### config.mk
export PLATFORM = sky130hd
export DESIGN_NAME = tsa_ram
export DESIGN_NICKNAME = d
export VERILOG_FILES = /design/src/sv/tsa_ram.sv
export SDC_FILE = /design/constraint.sdc
export NUM_CORES = 1
export LEC_CHECK = 0
export BUFFER_PORTS_ARGS = -buffer_cell sky130_fd_sc_hd__buf_4
export CORE_MARGIN = 5
export CORE_UTILIZATION = 30
export CTS_CLUSTER_DIAMETER = 150
export DETAILED_ROUTE_END_ITERATION = 8
export PLACE_DENSITY = 0.41
export SLEW_MARGIN = 5
export SYNTH_ARGS = -nofsm -noshare
export SYNTH_HDL_FRONTEND = slang
export SYNTH_SLANG_ARGS = --single-unit
### constraint.sdc
create_clock -name clock -period 1.7 [get_ports clock]
set_input_delay 0 -clock clock [delete_from_list [all_inputs] [get_ports clock]]
set_output_delay 0 -clock clock [all_outputs]
set_load 0.01 [all_outputs]
### src/sv/tsa_ram.sv
// Simple dual-port synchronous RAM, one write and one read port,
// registered read data. No dependencies.
module tsa_ram #(
   parameter int WIDTH     = 8,
   parameter int ADDR_BITS = 4
) (
   input  logic                 clock,
   input  logic                 wr_en,
   input  logic [ADDR_BITS-1:0] wr_addr,
   input  logic [WIDTH-1:0]     wr_data,
   input  logic                 rd_en,
   input  logic [ADDR_BITS-1:0] rd_addr,
   output logic [WIDTH-1:0]     rd_data
);

   localparam int DEPTH = 1 << ADDR_BITS;

   logic [WIDTH-1:0] mem_ff [DEPTH];
   logic [WIDTH-1:0] rd_data_ff;

   always_ff @(posedge clock) begin
      if (wr_en) begin
         mem_ff[wr_addr] <= wr_data;
      end
   end

   // read data holds until the next read
   always_ff @(posedge clock) begin
      if (rd_en) begin
         rd_data_ff <= mem_ff[rd_addr];
      end
   end

   assign rd_data = rd_data_ff;

endmodule

; Yosys cells after proc, flatten, opt, wreduce, memory -nomap -nowiden
; Memories as Yosys holds them, arrays and structs flattened. A register that Yosys moved wholly into a read port is not among the register bits.
; Cells that the tools add are included.
[op_classes]
muxes = 2
[op_table]
columns = operator, count
row1 = 1-bit two-way mux, 2
[word_totals]
ff_bits = 0
mem_bits_rw = 128
out_inout_bits = 8
elab_cells = 3
mem_count = 1
[mem_list]
columns = memory, words, width, rd, rd_ports_with_merged_regs, write_ports, line_no
row1 = mem_ff, 16, 8, 1, 1, 1, 18  ; logic [WIDTH-1:0] mem_ff [DEPTH];

; Depth between registers and ports, before layout
; Gate-level depths: netlist (run 1).
[logic_depth]
ltp_word = 2
ltp_mapped = 5
depth_no_buf = 3

; Worst setup path before layout (run 1)
; No wires, ideal clock.
[synth_path]
path_type = input-to-reg
from = in wr_addr[2]
to = mem mem_ff[0][0] (enable)
setup_ns = 0.383
arrival_time_ns = 1.110
t_required_ns = 1.317
slack_ns = 0.207
stages = 2
n_path_buf = 0
cell_sequence = or3b_2 > nor3_1
[synth_rtl]
columns = element, line_no
row1 = start: declaration, 9  ; input logic [ADDR_BITS-1:0] wr_addr,
row2 = end: declaration, 18
; No word-level cell before the write port.

==> results_dict.tcl, run 1 <==
set metrics [dict create \
    status "completed" \
    reg2reg_slack_ns 0.04 \
    end_kind "flip-flop" \
    synth_compound_area_share_pct 2.30 \
    leakagePower_nw 2.19 \
    rsz0062_at_grt "no" \
    start_kind "flip-flop" \
    path_depth 3 \
    design_area_um2 6520 \
    worst-r2r-cell-count 3 \
    wire_per_inst_um 21.7 \
    io_buffer_count 26 \
    final.fill_count 1600 \
    mostFrequentLayoutCells "edfxtp_1 (136), buf_4 (45), mux4_2 (18)" \
    fin_crit_ns 1.66 \
    layout_commonest_cell "edfxtp_1" \
    synthAdderAreaFrac_pct 0 \
    syn_nets 248 \
    worst_pin_slew_ns 0.377 \
    powerDensity_nw_per_um2 1200 \
    holdCritStartpoint "wr_addr[0]" \
    ff_latch_area_um2 4080 \
    synth-seq-area-share_pct 78.1 \
    routed_wl_mm 11.6 \
    min_to "mem_ff[12][5]$_DFFE_PP_" \
    synthCells 229 \
    setup_ws_ns 0.0449 \
    regToRegEndpoint "rd_data[1]$_DFFE_PP_" \
    final-hold-violation-count 0 \
    grt_use_total_pct 12.5 \
    hp-class "primary input to flip-flop" \
    drc 0 \
    cts-root-buf "clkbuf_16" \
    drv_cap 0 \
    yosys.area_share.simple_pct 3.14 \
    final_antenna_net_count 0 \
    synth-seq-cells 136 \
    hold_depth 3 \
    place_congestion 0.703 \
    synth.area.mux_share_pct 14.8 \
    grt_overflow 0 \
    path_buf_inv 0 \
    relSlewSlack_pct 74.9 \
    vias 2517 \
    final_core_util_pct 37.9 \
    worstSkewPairLatency_ns 0.41 \
    post-place-cells 493 \
    timing_worst_setup_path_type "flip-flop to flip-flop" \
    fin_nets 315 \
    grt_start_max_net_pins 22 \
    post-cts-setup-buffer-count 0 \
    cp_top_family "multiplexers" \
    synthToLayoutAreaGrowth_pct 24.7 \
    synthXorXnorAreaFrac_pct 0 \
    arrival_ns 1.80 \
    final_cells 534 \
    synth_area_per_cell_um2 22.8 \
    synth_top_family_by_area "multiplexers" \
    drive_above_1_share_pct 31.4 \
    max_freq_mhz 604 \
    pre_cts_ws_ns 0.0126 \
    crit_fanout 1 \
    ir_drop_mv 0.712 \
    hpwl_mm 7.76 \
    htreeDepth 4 \
    syn_area_um2 5230 \
    finalSetupTns_ns 0 \
    n_antenna_cell 0 \
    grt_pass1_wl_mm 17.6 \
    synth.distinct_cells 18 \
    grt_pass1_vias 2685 \
    die_w_um 142 \
    cts_made_buffers 17 \
    dieArea_um2 20200 \
    place_area_um2 5840 \
    first_pass_iters 4 \
    die_h_um 142 \
    r2r-start "mem_ff[9][1]$_DFFE_PP_" \
    finClkSkew_ns 0.00687 \
    via_per_inst 4.71 \
    cts_tree "done" \
    io_pins 27 \
    cp_slowest_cell "mux4_1" \
    cp_data_required_time_ns 1.84 \
    multi_input_area_um2 1060 \
    start_util_pct 30.4 \
    num_rows 48 \
    first_iter_violations 180 \
    setup_violations 0 \
    path_cells "mux4_1, a22oi_1, nand2_1" \
    critPathMaxStageDelay_ns 0.55 \
    yosys_warnings 0 \
    maxSlewViolCount 0 \
    cts_buffer_depth 2 \
    coreArea_um2 17200 \
    clk_pin_slew_ns 0.06 \
    period_share_pct 97.4 \
    clock_sinks 136 \
    antenna_found_initial 0 \
]
==> cell type report <==
| cell class | count | share of cell area, % |
|---|---|---|
| repair buffers | 58 | 7.79 |
| clock buffers | 18 | 6.58 |
| well taps | 225 | 4.32 |
| flip-flops and latches | 136 | 62.7 |
| multi-input cells | 83 | 16.2 |
| clock inverters | 14 | 2.42 |
==> per-stage QoR <==
stage	hold WS (ns)	total power [W]
after floorplan	0.0989	0.00406
after global placement	0.336	0.00429
after detailed placement	0.329	0.00429
after CTS	0.0924	0.00794
after global routing	0.117	0.00812
final	0.111	0.00784
==> sequential cells by signal (all words and copies together), names as in the netlist <==
signal and cells:
rd_data 8, mem_ff 128
==> where the power goes <==
group / switching [W] / internal (W) / leakage (nW)
sequential: 0.0000202 / 0.00378 / 1.24
clock: 0.00133 / 0.00228 / 0.281
combinational: 0.000230 / 0.000195 / 0.672
==> cells by family (layout without fill, tap and decap cells) <==
family          Yosys count  in the layout
compound gates           16             16
buf+inv                  10             90
flops                   136            136
mux                      32             32
simple gates             35             35
==> worst min-delay path: cells and delay by family <==
kind | cells | cell delay (ns)
and+or+nand+nor | 1 | 0.05
buffers and inverters | 2 | 0.29
==> worst max path at each step <==
stage / slack (ns) / from / to
after floorplan: 0.21 / wr_addr[2] / mem_ff[0][0]$_DFFE_PP_
after global placement: 0.04 / rd_addr[0] / rd_data[4]$_DFFE_PP_
after detailed placement: 0.01 / rd_addr[0] / rd_data[4]$_DFFE_PP_
after CTS: 0.03 / mem_ff[9][4]$_DFFE_PP_ / rd_data[4]$_DFFE_PP_
after global routing: 0.03 / mem_ff[9][4]$_DFFE_PP_ / rd_data[4]$_DFFE_PP_
final: 0.04 / mem_ff[9][1]$_DFFE_PP_ / rd_data[1]$_DFFE_PP_
==> synthesized netlist by cell type <==
master / number / share of area [%]
a22oi_1: 16 / 2.3
and2_1: 1 / 0.12
and2b_1: 1 / 0.14
buf_2: 3 / 0.29
buf_4: 1 / 0.14
buf_6: 3 / 0.65
clkdlybuf4s25_2: 3 / 0.57
edfxtp_1: 136 / 78
mux4_1: 14 / 7.0
mux4_2: 18 / 7.8
nand2_1: 9 / 0.65
nand2b_1: 2 / 0.24
nand3_1: 1 / 0.096
nand3b_1: 2 / 0.29
nor2_1: 13 / 0.93
nor2b_1: 1 / 0.12
nor3_1: 4 / 0.38
or3b_2: 1 / 0.17
==> routing by layer <==
layer | global-route usage, % | vias to the layer above | part of all wire, %
met5 | 0 | - | 0
met4 | 4.49 | 0 | 2.0
met3 | 3.63 | 16 | 3.0
met2 | 19.6 | 48 | 48
met1 | 16.6 | 1335 | 47
li1 | - | 1118 | -
==> what timing repair did <==
item                      in CTS  in global routing
resized for setup              0                  0
hold endpoints to repair     136                  0
hold buffers                   9                  0
Note: power is estimated with default switching activity, not from simulation.
==> run 2, diff against run 1 <==
--- a/config.mk
+++ b/config.mk
@@ -5,12 +5,12 @@
 export SDC_FILE = /design/constraint.sdc
 export NUM_CORES = 1
 export LEC_CHECK = 0
-export BUFFER_PORTS_ARGS = -buffer_cell sky130_fd_sc_hd__buf_4
 export CORE_MARGIN = 5
 export CORE_UTILIZATION = 30
 export CTS_CLUSTER_DIAMETER = 150
 export DETAILED_ROUTE_END_ITERATION = 8
-export PLACE_DENSITY = 0.41
+export DONT_BUFFER_PORTS = 1
+export PLACE_DENSITY = 0.4
 export SLEW_MARGIN = 5
 export SYNTH_ARGS = -nofsm -noshare
 export SYNTH_HDL_FRONTEND = slang
==> run 2 against run 1 <==
Effect of this change:
- via count down 3.9%
- hold slack worse by 0.10 ns
- critical path type unchanged
- setup slack better by 0.16 ns
==> results_dict.tcl, run 2 (synthesis results as in run 1) <==
set metrics [dict create \
    end_kind "flip-flop" \
    clk_pin_slew_ns 0.06 \
    cts-root-buf "clkbuf_16" \
    dieArea_um2 20200 \
    final-hold-violation-count 0 \
    n_antenna_cell 0 \
    worstSkewPairLatency_ns 0.42 \
    cts_tree "done" \
    synthToLayoutAreaGrowth_pct 21.5 \
    status "completed" \
    period_share_pct 87.7 \
    cts_buffer_depth 2 \
    finClkSkew_ns 0.00688 \
    worst_pin_slew_ns 0.620 \
    grt_start_max_net_pins 31 \
    via_per_inst 4.76 \
    fin_nets 290 \
    crit_fanout 1 \
    coreArea_um2 17200 \
    htreeDepth 4 \
    setup_violations 0 \
    hp-class "primary input to flip-flop" \
    drc 0 \
    first_pass_iters 4 \
    mostFrequentLayoutCells "edfxtp_1 (136), mux4_2 (18), buf_4 (18)" \
    finalSetupTns_ns 0 \
    grt_overflow 0 \
    max_freq_mhz 671 \
    die_h_um 142 \
    reg2reg_slack_ns 0.21 \
    grt_pass1_wl_mm 17.5 \
    drv_cap 0 \
    num_rows 48 \
    cts_made_buffers 17 \
    fin_crit_ns 1.49 \
    grt_pass1_vias 2522 \
    cp_data_required_time_ns 1.85 \
    place_congestion 0.689 \
    ir_drop_mv 0.666 \
    start_kind "flip-flop" \
    arrival_ns 1.64 \
    die_w_um 142 \
    pre_cts_ws_ns 0.192 \
    antenna_found_initial 0 \
    ctsResizeCount 0 \
    powerDensity_nw_per_um2 1260 \
    first_iter_violations 193 \
    routed_wl_mm 11.8 \
    vias 2418 \
    grt_use_total_pct 12.6 \
    wire_per_inst_um 23.3 \
    layout_commonest_cell "edfxtp_1" \
    clock_sinks 136 \
    hpwl_mm 7.06 \
    io_buffer_count 0 \
    maxSlewViolCount 0 \
    leakagePower_nw 2.08 \
    final.fill_count 1606 \
    largest_reg_flops 128 \
    drive_above_1_share_pct 24.0 \
    rsz0062_at_grt "no" \
    io_pins 27 \
    timing_worst_setup_path_type "flip-flop to flip-flop" \
    setup_ws_ns 0.210 \
    final_antenna_net_count 0 \
    relSlewSlack_pct 58.5 \
    start_util_pct 30.4 \
    largest-register "mem_ff" \
]
[run 2: changes by cell type in the layout (fill, tap and decap cells not counted)]
cell and change:
buf_4 -27, dlygate4sd3_1 +5, buf_12 -3, bufinv_16 +2, clkbuf_1 -1, clkinv_1 -1
clkinvlp_4 -1
[run 2: layout make-up]
cell class | instances | area [um2] | area share [%]
repair buffers | 33 | 295 | 4.65
well taps | 225 | 282 | 4.43
multi-input cells | 83 | 1060 | 16.7
clock buffers | 17 | 425 | 6.70
flip-flops and latches | 136 | 4080 | 64.3
clock inverters | 14 | 206 | 3.25
[run 2: final timing paths]
check,startpoint,endpoint,depth (start not counted)
min reg2reg,mem_ff[14][2]$_DFFE_PP_,rd_data[2]$_DFFE_PP_,3
max reg2reg,mem_ff[5][0]$_DFFE_PP_,rd_data[0]$_DFFE_PP_,3
max,mem_ff[5][0]$_DFFE_PP_,rd_data[0]$_DFFE_PP_,3
min,rd_addr[1],rd_data[5]$_DFFE_PP_,3
[run 2: timing repair]
action                                 CTS  global route
hold buffers                            15             0
endpoints found under the hold margin  175             0
buffers inserted                         0             0
[run 2: through the flow]
step	instances	cell area (um2)	total power (W)	util [%]	hold slack [ns]
floorplan	229	5230	0.00406	-	0.0989
global placement	462	5560	0.00410	32.4	0.100
detailed placement	462	5560	0.00410	32.4	0.100
CTS	508	6350	0.00811	37.0	0.00105
global route	508	6350	0.00829	37.0	0.0291
finish	508	6350	0.00801	37.0	0.0108
[run 2: per-layer routing]
metal  global-route usage (%)  vias to the layer above  share of wire, %
met5                        0                        -                 0
met4                     5.15                        0               1.7
met3                     3.49                       12               4.6
met2                     18.6                       62                46
met1                     17.6                     1281                48
li1                         -                     1063                 -
[run 2: worst max-delay path, cell delays in order, from the launching register on]
cell and delay (ns):
edfxtp_1 0.35, mux4_1 0.55, a22oi_1 0.21, nand2_1 0.12
[run 2: where the power goes]
group / internal (W) / switching [W] / total, W
Combinational: 0.000141 / 0.000166 / 0.000307
Clock: 0.00258 / 0.00132 / 0.00389
Sequential: 0.00378 / 0.0000289 / 0.00381
==> run 3, diff against run 2 <==
--- a/config.mk
+++ b/config.mk
@@ -11,6 +11,7 @@
 export DETAILED_ROUTE_END_ITERATION = 8
 export DONT_BUFFER_PORTS = 1
 export PLACE_DENSITY = 0.4
+export RECOVER_POWER = 25
 export SLEW_MARGIN = 5
 export SYNTH_ARGS = -nofsm -noshare
 export SYNTH_HDL_FRONTEND = slang
==> run 3 against run 2 <==
Effect of this change:
- routed wire length up 0.45%
- total power hardly changed
- sequential cell count did not move
- sequential share of layout area rose by 0.34 points
- setup slack worse by 0.0020 ns
- hold slack improved by 0.0027 ns
- clock power hardly changed
- core utilization is 0.20 points lower
- clock skew increased by 0.0020 ns
- final area shrank 0.53%
- via count up 0.37%
- global-route usage is the same
- critical path type unchanged
- critical endpoint unchanged
- largest cell class unchanged
==> results_dict.tcl, run 3 (synthesis results as in run 1) <==
set metrics [dict create \
    fin_nets 290 \
    timing_worst_setup_path_type "flip-flop to flip-flop" \
    drc 0 \
    worst_pin_slew_ns 0.841 \
    total_power_w 0.00800 \
    routed_wl_mm 11.9 \
    io_buffer_count 0 \
    r2r-start "mem_ff[5][0]$_DFFE_PP_" \
    mostFrequentLayoutCells "edfxtp_1 (136), mux4_2 (18), clkbuf_16 (17)" \
    coreArea_um2 17200 \
    regToRegEndpoint "rd_data[0]$_DFFE_PP_" \
    grt_overflow 0 \
    p_comb_share_pct 3.8 \
    arrival_ns 1.64 \
    crit_fanout 1 \
    met2_length_mm 5.50 \
    wl_met1_mm 5.67 \
    grt_pass1_vias 2522 \
    rsz0062_at_grt "no" \
    relSlewSlack_pct 43.9 \
    first_pass_iters 4 \
    largest-register "mem_ff" \
    top_layer_used "met4" \
    worstSkewPairLatency_ns 0.41 \
    place_area_um2 5560 \
    drive_above_1_share_pct 20.8 \
    powerDensity_nw_per_um2 1270 \
    holdCritStartpoint "rd_addr[1]" \
    io_pins 27 \
    final_antenna_net_count 0 \
    vias 2427 \
    synthToLayoutAreaGrowth_pct 20.8 \
    largest_reg_flops 128 \
    place_congestion 0.689 \
    finalSetupTns_ns 0 \
    htreeDepth 4 \
    die_h_um 142 \
    cts_buffer_depth 2 \
    finClkSkew_ns 0.00886 \
    start_util_pct 30.4 \
    wire_per_inst_um 23.4 \
    p_sw_w 0.00151 \
    ir_drop_mv 0.658 \
    cp_data_required_time_ns 1.85 \
    holdWs_ns 0.0136 \
    worst-r2r-cell-count 3 \
    num_rows 48 \
    cts_made_buffers 17 \
    maxSlewViolCount 0 \
    cts_tree "done" \
    n_antenna_cell 0 \
    design_area_um2 6320 \
    leakagePower_nw 2.04 \
    pwr-share-clk_pct 48.6 \
    drv_cap 0 \
    hpwl_mm 7.06 \
    setup_violations 0 \
    end_kind "flip-flop" \
    final-hold-violation-count 0 \
    antenna_found_initial 0 \
    wl_met3_um 516 \
    via_per_inst 4.78 \
    status "completed" \
    power.internal_w 0.00650 \
    period_share_pct 87.8 \
    cts-root-buf "clkbuf_16" \
    grt_pass1_wl_mm 17.5 \
    reg2reg_slack_ns 0.21 \
    p_sw_share_pct 18.8 \
    start_kind "flip-flop" \
    hold_depth 3 \
    hp-class "primary input to flip-flop" \
    layout_commonest_cell "edfxtp_1" \
    dieArea_um2 20200 \
    fin_crit_ns 1.49 \
    die_w_um 142 \
    min_to "rd_data[5]$_DFFE_PP_" \
    first_iter_violations 208 \
    grt_start_max_net_pins 31 \
    grt_use_total_pct 12.6 \
    clk_pin_slew_ns 0.06 \
    max_freq_mhz 670 \
    clock_sinks 136 \
    seq_power_share_pct 47.6 \
]
[run 3: cell types whose count changed in the layout (fill, tap and decap cells not counted), sizes merged]
cell / change
buf: -9
clkbuf: +9
[run 3: cell type report]
| cell class | instances | area, um2 |
|---|---|---|
| fillers | 1617 | 10900 |
| flip-flops and latches | 136 | 4080 |
| multi-input cells | 83 | 1060 |
| clock inverters | 14 | 206 |
| well taps | 225 | 282 |
| repair buffers | 33 | 262 |
| clock buffers | 17 | 425 |
[run 3: metal layers]
layer	vias to the layer above	GRT usage, %
met2	69	18.6
met4	0	5.15
met5	-	0
li1	1065	-
met3	13	3.49
met1	1280	17.6
[run 3: worst max-delay path by stage]
| stage | startpoint | to | cells after the start |
|---|---|---|---|
| floorplan | wr_addr[2] | mem_ff[0][0]$_DFFE_PP_ | 2 |
| global placement | mem_ff[4][2]$_DFFE_PP_ | rd_data[2]$_DFFE_PP_ | 3 |
| detailed placement | mem_ff[0][0]$_DFFE_PP_ | rd_data[0]$_DFFE_PP_ | 3 |
| CTS | mem_ff[0][0]$_DFFE_PP_ | rd_data[0]$_DFFE_PP_ | 3 |
| global route | mem_ff[6][0]$_DFFE_PP_ | rd_data[0]$_DFFE_PP_ | 3 |
| finish | mem_ff[5][0]$_DFFE_PP_ | rd_data[0]$_DFFE_PP_ | 3 |
[run 3: power by group through the flow]
stage	Clock [W]	Sequential, W	Combinational [W]
2_1_floorplan	0	0.00387	0.000191
3_3_place_gp	0	0.00388	0.000222
3_5_place_dp	0	0.00388	0.000222
4_1_cts	0.00398	0.00381	0.000316
5_1_grt	0.00414	0.00382	0.000330
6_report	0.00389	0.00381	0.000304
[run 3: worst max-delay path, cell delays in order, from the launching register on]
cell and delay [ns]:
edfxtp_1 0.35, mux4_1 0.55, a22oi_1 0.21, nand2_1 0.12
[run 3: per-stage QoR]
step / utilization, % / std cells / worst slack (ns)
2_1_floorplan: - / 229 / 0.207
3_3_place_gp: 32.4 / 462 / 0.197
3_5_place_dp: 32.4 / 462 / 0.192
4_1_cts: 37.0 / 508 / 0.190
5_1_grt: 36.8 / 508 / 0.144
6_report: 36.8 / 508 / 0.208
[run 3: repair_timing]
action / CTS / global route
hold buffers: 15 / 0
resized for setup: 0 / 0
setup buffers: 0 / 0
endpoints found under the hold margin: 175 / 0
